### config.mk
export PLATFORM = sky130hd
export DESIGN_NAME = calendar_day_number_converter_flat
export DESIGN_NICKNAME = d
export VERILOG_FILES = /design/src/rtl/core/cdn_pkg.sv /design/src/rtl/core/cdn_in_if.sv /design/src/rtl/core/cdn_out_if.sv /design/src/rtl/core/cdn_date_to_num.sv /design/src/rtl/core/cdn_num_to_date.sv /design/src/rtl/core/calendar_day_number_converter.sv /design/src/flat_wrapper.sv
export SDC_FILE = /design/constraint.sdc
export NUM_CORES = 2
export LEC_CHECK = 0
export BUFFER_PORTS_ARGS = -buffer_cell sky130_fd_sc_hd__buf_2
export CORE_MARGIN = 8
export CORE_UTILIZATION = 55
export CTS_CLUSTER_DIAMETER = 40
export CTS_CLUSTER_SIZE = 20
export DETAILED_ROUTE_END_ITERATION = 8
export PLACE_DENSITY = 0.76
export SYNTH_ARGS = -nofsm -noshare
export SYNTH_HDL_FRONTEND = slang
export SYNTH_HIERARCHICAL = 1
export SYNTH_SLANG_ARGS = --single-unit
### constraint.sdc
create_clock -name i_clk -period 7.95 [get_ports i_clk]
set_input_delay 0 -clock i_clk [delete_from_list [all_inputs] [get_ports i_clk]]
set_output_delay 0 -clock i_clk [all_outputs]
set_load 0.05 [all_outputs]
### src/rtl/core/cdn_pkg.sv
package cdn_pkg;

    localparam int BASE_YEAR = 1901;
    localparam int YEAR_SPAN = 256;
    localparam logic [16:0] LAST_NUM = 17'd93503;
    localparam logic [18:0] RECIP_1461 = 19'd367469;
    localparam int RECIP_SHIFT = 29;

    typedef enum logic [1:0] {
        OP_TO_NUM  = 2'd0,
        OP_TO_DATE = 2'd1,
        OP_DIFF    = 2'd2,
        OP_BAD     = 2'd3
    } t_op;

    typedef struct packed {
        logic        ok;
        logic [16:0] serial;
    } t_ser;

    typedef struct packed {
        logic        ok;
        logic [4:0]  day;
        logic [3:0]  month;
        logic [11:0] year;
    } t_dmy;

    // leap test on year offset from base year, valid inside the span
    function automatic logic leap_off(input logic [7:0] yo);
        return (yo[1:0] == 2'd3) && (yo != 8'd199);
    endfunction

    function automatic logic [4:0] month_len(input logic [3:0] m, input logic leap);
        logic [4:0] len;
        case (m)
            4'd4, 4'd6, 4'd9, 4'd11: len = 5'd30;
            4'd2:                    len = leap ? 5'd29 : 5'd28;
            default:                 len = 5'd31;
        endcase
        return len;
    endfunction

    function automatic logic [8:0] cum_days(input logic [3:0] m, input logic leap);
        logic [8:0] c;
        case (m)
            4'd2:    c = 9'd31;
            4'd3:    c = 9'd59;
            4'd4:    c = 9'd90;
            4'd5:    c = 9'd120;
            4'd6:    c = 9'd151;
            4'd7:    c = 9'd181;
            4'd8:    c = 9'd212;
            4'd9:    c = 9'd243;
            4'd10:   c = 9'd273;
            4'd11:   c = 9'd304;
            4'd12:   c = 9'd334;
            default: c = 9'd0;
        endcase
        return c + 9'((leap && (m > 4'd2)) ? 1 : 0);
    endfunction

    // days in all years before offset yo
    function automatic logic [16:0] days_before(input logic [8:0] yo);
        return 17'(17'(yo) * 17'd365) + 17'(yo[8:2]) - 17'((yo >= 9'd200) ? 1 : 0);
    endfunction

endpackage

### src/rtl/core/cdn_in_if.sv
interface cdn_in_if;
    import cdn_pkg::*;
    logic        valid;
    logic        ready;
    logic [1:0]  operation;
    logic [4:0]  day_a;
    logic [3:0]  month_a;
    logic [11:0] year_a;
    logic [4:0]  day_b;
    logic [3:0]  month_b;
    logic [11:0] year_b;
    logic [16:0] day_number_in;

    modport source (output valid, operation, day_a, month_a, year_a, day_b, month_b,
                    year_b, day_number_in, input ready);
    modport sink (input valid, operation, day_a, month_a, year_a, day_b, month_b,
                  year_b, day_number_in, output ready);
endinterface

### src/rtl/core/cdn_out_if.sv
interface cdn_out_if;
    logic        valid;
    logic        ready;
    logic [4:0]  day_out;
    logic [3:0]  month_out;
    logic [11:0] year_out;
    logic [16:0] day_number_out;
    logic        status;

    modport source (output valid, day_out, month_out, year_out, day_number_out, status,
                    input ready);
    modport sink (input valid, day_out, month_out, year_out, day_number_out, status,
                  output ready);
endinterface

### src/rtl/core/cdn_date_to_num.sv
module cdn_date_to_num
    import cdn_pkg::*;
(
    input  logic        i_clk,
    input  logic        i_en,
    input  logic [4:0]  i_day,
    input  logic [3:0]  i_month,
    input  logic [11:0] i_year,
    output t_ser        o_ser
);
    logic [11:0] w_yo;
    logic        w_leap;
    logic        w_ok;
    logic        r_ok;
    logic [7:0]  r_yo;
    logic [8:0]  r_doy;
    t_ser        r_ser;

    always_comb begin
        w_yo   = i_year - 12'(BASE_YEAR);
        w_leap = leap_off(w_yo[7:0]);
        w_ok   = (i_year >= 12'(BASE_YEAR)) && (w_yo < 12'(YEAR_SPAN))
                 && (i_month >= 4'd1) && (i_month <= 4'd12)
                 && (i_day >= 5'd1) && (i_day <= month_len(i_month, w_leap));
    end

    always_ff @(posedge i_clk) begin
        if (i_en) begin
            r_ok         <= w_ok;
            r_yo         <= w_yo[7:0];
            r_doy        <= cum_days(i_month, w_leap) + 9'(i_day);
            r_ser.ok     <= r_ok;
            r_ser.serial <= days_before({1'b0, r_yo}) + 17'(r_doy);
        end
    end

    assign o_ser = r_ser;
endmodule

### src/rtl/core/cdn_num_to_date.sv
module cdn_num_to_date
    import cdn_pkg::*;
(
    input  logic        i_clk,
    input  logic        i_en,
    input  logic [16:0] i_num,
    output t_dmy        o_dmy
);
    logic        r_ok_a, r_ok_b, r_ok_c, r_ok_d;
    logic [16:0] r_t_a, r_t_b, r_t_c, r_t_d;
    logic [18:0] r_x_a;
    logic [7:0]  r_q_b;
    logic [16:0] r_dm_c, r_d0_c, r_d1_c;
    logic [7:0]  r_q_c;
    logic [7:0]  r_yo_d;
    logic [8:0]  r_r_d;
    logic [37:0] w_prod;
    logic [8:0]  w_q9;
    logic [7:0]  n_yo;
    logic [16:0] n_base;
    logic        w_leap;
    logic [3:0]  n_month;
    logic [8:0]  w_cum;
    t_dmy        r_dmy;

    assign w_prod = 38'(r_x_a) * 38'(RECIP_1461);
    assign w_q9   = {1'b0, r_q_b};

    always_comb begin
        if (r_d0_c > r_t_c) begin
            n_yo   = r_q_c - 8'd1;
            n_base = r_dm_c;
        end else if (r_d1_c <= r_t_c) begin
            n_yo   = r_q_c + 8'd1;
            n_base = r_d1_c;
        end else begin
            n_yo   = r_q_c;
            n_base = r_d0_c;
        end
    end

    always_comb begin
        w_leap  = leap_off(r_yo_d);
        n_month = 4'd1;
        for (int k = 2; k <= 12; k++) begin
            if (cum_days(4'(k), w_leap) <= r_r_d) begin
                n_month = 4'(k);
            end
        end
        w_cum = cum_days(n_month, w_leap);
    end

    always_ff @(posedge i_clk) begin
        if (i_en) begin
            r_ok_a <= (i_num != 17'd0) && (i_num <= LAST_NUM);
            r_t_a  <= i_num - 17'd1;
            r_x_a  <= {i_num - 17'd1, 2'b11};
            r_ok_b <= r_ok_a;
            r_t_b  <= r_t_a;
            r_q_b  <= w_prod[RECIP_SHIFT+7:RECIP_SHIFT];
            r_ok_c <= r_ok_b;
            r_t_c  <= r_t_b;
            r_q_c  <= r_q_b;
            r_dm_c <= (r_q_b == 8'd0) ? 17'd0 : days_before(w_q9 - 9'd1);
            r_d0_c <= days_before(w_q9);
            r_d1_c <= days_before(w_q9 + 9'd1);
            r_ok_d <= r_ok_c;
            r_t_d  <= r_t_c;
            r_yo_d <= n_yo;
            r_r_d  <= 9'(r_t_c - n_base);
            r_dmy.ok    <= r_ok_d && (r_t_d <= 17'(LAST_NUM));
            r_dmy.month <= n_month;
            r_dmy.day   <= 5'(r_r_d - w_cum + 9'd1);
            r_dmy.year  <= 12'(BASE_YEAR) + 12'(r_yo_d);
        end
    end

    assign o_dmy = r_dmy;
endmodule

### src/rtl/core/calendar_day_number_converter.sv
// Throughput: one transfer per cycle; all stages hold while the result waits.
// Year found by reciprocal multiply of the day number with a one-year fix-up.
// Reset: synchronous, active low; clears the stage valid bits only.
module calendar_day_number_converter
    import cdn_pkg::*;
(
    input  logic     i_clk,
    input  logic     i_rst_n,
    cdn_in_if.sink   i_req,
    cdn_out_if.source o_rsp
);
    logic        w_en;
    logic [4:0]  r_v;
    logic [1:0]  r_op [5];
    t_ser        w_ser_a, w_ser_b;
    t_dmy        w_dmy;
    logic [16:0] r_num3, r_num4, r_num5;
    logic        r_dok3, r_dok4, r_dok5;
    logic        r_valid;
    logic [4:0]  r_day;
    logic [3:0]  r_month;
    logic [11:0] r_year;
    logic [16:0] r_num;
    logic        r_status;

    assign w_en        = !r_valid || o_rsp.ready;
    assign i_req.ready = w_en;

    cdn_date_to_num u_dta (
        .i_clk(i_clk), .i_en(w_en), .i_day(i_req.day_a), .i_month(i_req.month_a),
        .i_year(i_req.year_a), .o_ser(w_ser_a)
    );

    cdn_date_to_num u_dtb (
        .i_clk(i_clk), .i_en(w_en), .i_day(i_req.day_b), .i_month(i_req.month_b),
        .i_year(i_req.year_b), .o_ser(w_ser_b)
    );

    cdn_num_to_date u_ntd (
        .i_clk(i_clk), .i_en(w_en), .i_num(i_req.day_number_in), .o_dmy(w_dmy)
    );

    always_ff @(posedge i_clk) begin
        if (!i_rst_n) begin
            r_v     <= '0;
            r_valid <= 1'b0;
        end else if (w_en) begin
            r_v     <= {r_v[3:0], i_req.valid};
            r_valid <= r_v[4];
        end
    end

    always_ff @(posedge i_clk) begin
        if (w_en) begin
            r_op[0] <= i_req.operation;
            for (int k = 1; k < 5; k++) begin
                r_op[k] <= r_op[k-1];
            end
            if (r_op[1] == OP_DIFF) begin
                r_num3 <= (w_ser_a.serial > w_ser_b.serial) ?
                          (w_ser_a.serial - w_ser_b.serial) :
                          (w_ser_b.serial - w_ser_a.serial);
                r_dok3 <= w_ser_a.ok && w_ser_b.ok;
            end else begin
                r_num3 <= w_ser_a.serial;
                r_dok3 <= w_ser_a.ok;
            end
            r_num4 <= r_num3;
            r_dok4 <= r_dok3;
            r_num5 <= r_num4;
            r_dok5 <= r_dok4;

            r_day    <= '0;
            r_month  <= '0;
            r_year   <= '0;
            r_num    <= '0;
            r_status <= 1'b1;
            case (t_op'(r_op[4]))
                OP_TO_NUM, OP_DIFF: begin
                    if (r_dok5) begin
                        r_num    <= r_num5;
                        r_status <= 1'b0;
                    end
                end
                OP_TO_DATE: begin
                    if (w_dmy.ok) begin
                        r_day    <= w_dmy.day;
                        r_month  <= w_dmy.month;
                        r_year   <= w_dmy.year;
                        r_status <= 1'b0;
                    end
                end
                default: r_status <= 1'b1;
            endcase
        end
    end

    assign o_rsp.valid          = r_valid;
    assign o_rsp.day_out        = r_day;
    assign o_rsp.month_out      = r_month;
    assign o_rsp.year_out       = r_year;
    assign o_rsp.day_number_out = r_num;
    assign o_rsp.status         = r_status;
endmodule

### src/flat_wrapper.sv
// flat-port wrapper written by rule: the top's interface ports become plain ports
module calendar_day_number_converter_flat import cdn_pkg::*;
  (i_clk, i_rst_n, i_req_valid, i_req_operation, i_req_day_a, i_req_month_a, i_req_year_a, i_req_day_b, i_req_month_b, i_req_year_b, i_req_day_number_in, i_req_ready, o_rsp_valid, o_rsp_day_out, o_rsp_month_out, o_rsp_year_out, o_rsp_day_number_out, o_rsp_status, o_rsp_ready);
  cdn_in_if i_req_i ();
  cdn_out_if o_rsp_i ();
  input  logic i_clk;
  input  logic i_rst_n;
  input wire logic [$bits(i_req_i.valid)-1:0] i_req_valid;
  input wire logic [$bits(i_req_i.operation)-1:0] i_req_operation;
  input wire logic [$bits(i_req_i.day_a)-1:0] i_req_day_a;
  input wire logic [$bits(i_req_i.month_a)-1:0] i_req_month_a;
  input wire logic [$bits(i_req_i.year_a)-1:0] i_req_year_a;
  input wire logic [$bits(i_req_i.day_b)-1:0] i_req_day_b;
  input wire logic [$bits(i_req_i.month_b)-1:0] i_req_month_b;
  input wire logic [$bits(i_req_i.year_b)-1:0] i_req_year_b;
  input wire logic [$bits(i_req_i.day_number_in)-1:0] i_req_day_number_in;
  output wire logic [$bits(i_req_i.ready)-1:0] i_req_ready;
  output wire logic [$bits(o_rsp_i.valid)-1:0] o_rsp_valid;
  output wire logic [$bits(o_rsp_i.day_out)-1:0] o_rsp_day_out;
  output wire logic [$bits(o_rsp_i.month_out)-1:0] o_rsp_month_out;
  output wire logic [$bits(o_rsp_i.year_out)-1:0] o_rsp_year_out;
  output wire logic [$bits(o_rsp_i.day_number_out)-1:0] o_rsp_day_number_out;
  output wire logic [$bits(o_rsp_i.status)-1:0] o_rsp_status;
  input wire logic [$bits(o_rsp_i.ready)-1:0] o_rsp_ready;
  assign i_req_i.valid = i_req_valid;
  assign i_req_i.operation = i_req_operation;
  assign i_req_i.day_a = i_req_day_a;
  assign i_req_i.month_a = i_req_month_a;
  assign i_req_i.year_a = i_req_year_a;
  assign i_req_i.day_b = i_req_day_b;
  assign i_req_i.month_b = i_req_month_b;
  assign i_req_i.year_b = i_req_year_b;
  assign i_req_i.day_number_in = i_req_day_number_in;
  assign i_req_ready = i_req_i.ready;
  assign o_rsp_valid = o_rsp_i.valid;
  assign o_rsp_day_out = o_rsp_i.day_out;
  assign o_rsp_month_out = o_rsp_i.month_out;
  assign o_rsp_year_out = o_rsp_i.year_out;
  assign o_rsp_day_number_out = o_rsp_i.day_number_out;
  assign o_rsp_status = o_rsp_i.status;
  assign o_rsp_i.ready = o_rsp_ready;
  calendar_day_number_converter u_core (.i_clk(i_clk), .i_rst_n(i_rst_n), .i_req(i_req_i), .o_rsp(o_rsp_i));
endmodule
==> impl_metrics.yaml <==
critical_path:
  critical_path.slowest_cell: "edfxtp_1"
  critPathBufInv: 4
  max_stage_delay_ps: 580
  criticalPathCategory: "flip-flop to flip-flop"
  cp_max_fo: 7
  path_common_cell: "fa_1"
  cp_top_family: "adder cells"
  crit_chain: "ha_1, fa_1, inv_1, fa_1, inv_1, fa_1, inv_1, fa_1, inv_1, fa_1, ha_1, a21oi_1, o31ai_1, a21oi_1, nor3_1, or3b_4, a2111o_1, a31oi_2, xnor2_1"
  cp-start-kind: "flip-flop"
  crit_required_ps: 8280
  crit_path_end_kind: "flip-flop"
  critPathArrivalTime_ps: 6710
synthesis:
  synth_top_flop_cell: "edfxtp_1"
  async_reset_ff_frac: 0
  synthesis.area_um2: 33900
  syn_inst: 3133
  yosys_warnings: 6
  synth_fp_nets: 4050
  avgSynthCellArea_um2: 10.8
  yosysTopAreaCell: "edfxtp_1"
  ys_ff_latch: 345
  ys_top_cells_by_count: "685 x inv_1, 535 x ha_1, 339 x edfxtp_1"
  synth_edf_count: 339
  synth_cell_types: 98
  ys_top_cells_by_area: "edfxtp_1 30%, ha_1 20%, fa_1 19%, inv_1 7.6%, xnor2_1 3.6%"
  synth_top_area_frac: 0.301
  synth.most_common_cell: "inv_1"
  seq_area_frac_synth: 0.304
outcome:
  outcome: "finished clean"
timing:
  fin_crit_ps: 6380
  fin_setup_tns_ps: 0
  worstMarginPinSlew_ps: 1040
  skew_ps: 32.0
  finalMaxSlewViolations: 0
  setup_viol: 0
  max_freq_mhz: 157
  fin_crit_sh: 0.802
  slew_headroom: 0.306
  hold_viol: 0
  rsz0062_at_grt: "no"
finish:
  fin_nets: 4250
  fill_cells: 4778
  largest_reg_flops: 22
  layout-drive-gt1-share: 0.0767
  syn_to_final_growth_pct: 11.8
  final_cells: 4168
clocking:
  cts_root_buf: "clkbuf_16"
  clock_sinks: 345
  clkTransAtPathRegs_ps: 50
  worstSkewPairLatency_ps: 600
  htree_levels: 2
  cts_tree: "yes"
  numCtsBuffers: 51
  clk_path_buf_depth: 3
global_route:
  overflow: 0
  grt_pass1_vias: 23000
  grt-busiest-layer: "met2"
  grt_use_met3: 0.0368
  met2_usage: 0.338
  grt_util_met1: 0.271
  grt_max_degree: 193
  grt_usage: 0.203
  antenna_found_initial: 3
  grt_pass1_wl_um: 117000
floorplanning:
  core_area_um2: 61300
  chipWidth_um: 264
  num_rows: 91
  start_util: 0.553
  die_h_um: 264
  die_area_um2: 69700
  io_pins: 106
drt:
  wl_per_cell_um: 17.0
  drt_iter0_markers: 1311
  drtPass1Iterations: 5
  drc: 0
  ant_nets: 0
  vias: 22500
  routed_wl_um: 70900
  viasPerCell: 5.39
placement:
  routabilityCongestion: 0.890
  dp_hpwl_um: 55800
  io_buffer_count: 105
  dpl.cell_count: 3994
flow_run:
  cap_violations: 0
hold_path:
  hold_class: "primary input to flip-flop"
[cell families after synthesis]
family                     share of synthesized area
AOI/OAI and AO/OA                             0.0889
xor gates and xnor gates                      0.0471
adders and majority gates                      0.385
buffers and inverters                         0.0825
DFF                                            0.304
muxes                                        0.00906
and+or+nand+nor                               0.0829
[through the flow]
step,worst slack (ps),hold slack (ps),util,instance area [um2]
finish,1570,26.1,0.618,37800
floorplan,1060,98.9,-,33900
global route,1260,31.4,0.618,37800
CTS,1590,4.82,0.618,37800
detailed placement,1620,184,0.575,35200
global placement,1710,180,0.575,35200
[cell usage in the layout, fill, tap and decap left out, types with 16 or more instances in the layout]
cell type      synthesis  layout
xor2_1                44      44
nor3_1                42      42
a21oi_1              118     118
o21a_1                21      21
dlygate4sd3_1          0      76
and2_1                43      43
nand4_1               17      17
nand2b_1              27      27
and3_1                21      21
inv_1                685     684
ha_1                 535     535
xnor2_1              138     138
o21bai_1              16      16
nor2_1               105     105
nand3_1               48      48
nand2_1              123     123
a21o_1                50      50
buf_2                 10     105
nor2b_1               36      36
or3_1                 22      22
o21ai_0               88      88
clkbuf_16              0      52
mux2i_1               19      19
edfxtp_1             339     339
fa_1                 317     317
a31oi_1               24      24
[area by class of cell]
class	instances	area [um2]	share of cell area
diodes	2	5.00	0.000132
multi-input cells	2060	20800	0.549
clock buffers	55	1310	0.0347
flip-flops and latches	345	10300	0.272
well taps	790	988	0.0261
repair buffers	189	1360	0.0359
inverters	686	2580	0.0682
clock inverters	41	538	0.0142
[final timing paths]
check / from / end / slack, ps / cells after the start
setup / recovery: u_core/u_ntd/r_t_a[10]$_DFFE_PP_ / u_core/u_ntd/r_q_b[7]$_DFFE_PP_ / 1570 / 19
hold / removal: i_req_day_b[0] / u_core/u_dtb/r_doy[0]$_DFFE_PP_ / 30 / 4
setup reg to reg: u_core/u_ntd/r_t_a[10]$_DFFE_PP_ / u_core/u_ntd/r_q_b[7]$_DFFE_PP_ / 1570 / 19
hold reg to reg: u_core/u_ntd/r_t_b[8]$_DFFE_PP_ / u_core/u_ntd/r_t_c[8]$_DFFE_PP_ / 400 / 0
[what timing repair did]
| item | CTS | global route |
|---|---|---|
| resized for setup | 0 | 0 |
| hold endpoints to repair | 53 | 0 |
| hold buffers | 76 | 0 |
| buffers inserted | 0 | 0 |
[per-layer routing]
| metal | up-vias | part of all wire |
|---|---|---|
| met2 | 594 | 0.47 |
| li1 | 10900 | - |
| met3 | 115 | 0.060 |
| met5 | - | 0 |
| met1 | 10900 | 0.44 |
| met4 | 0 | 0.027 |
[worst min-delay path, cell delays in order]
cell	delay [ps]
buf_2	90
inv_1	100
fa_1	200
inv_1	40
Power is left out: the tool's default activity adds up to more than one toggle a clock period on the data nets, which glitch-free logic cannot reach.
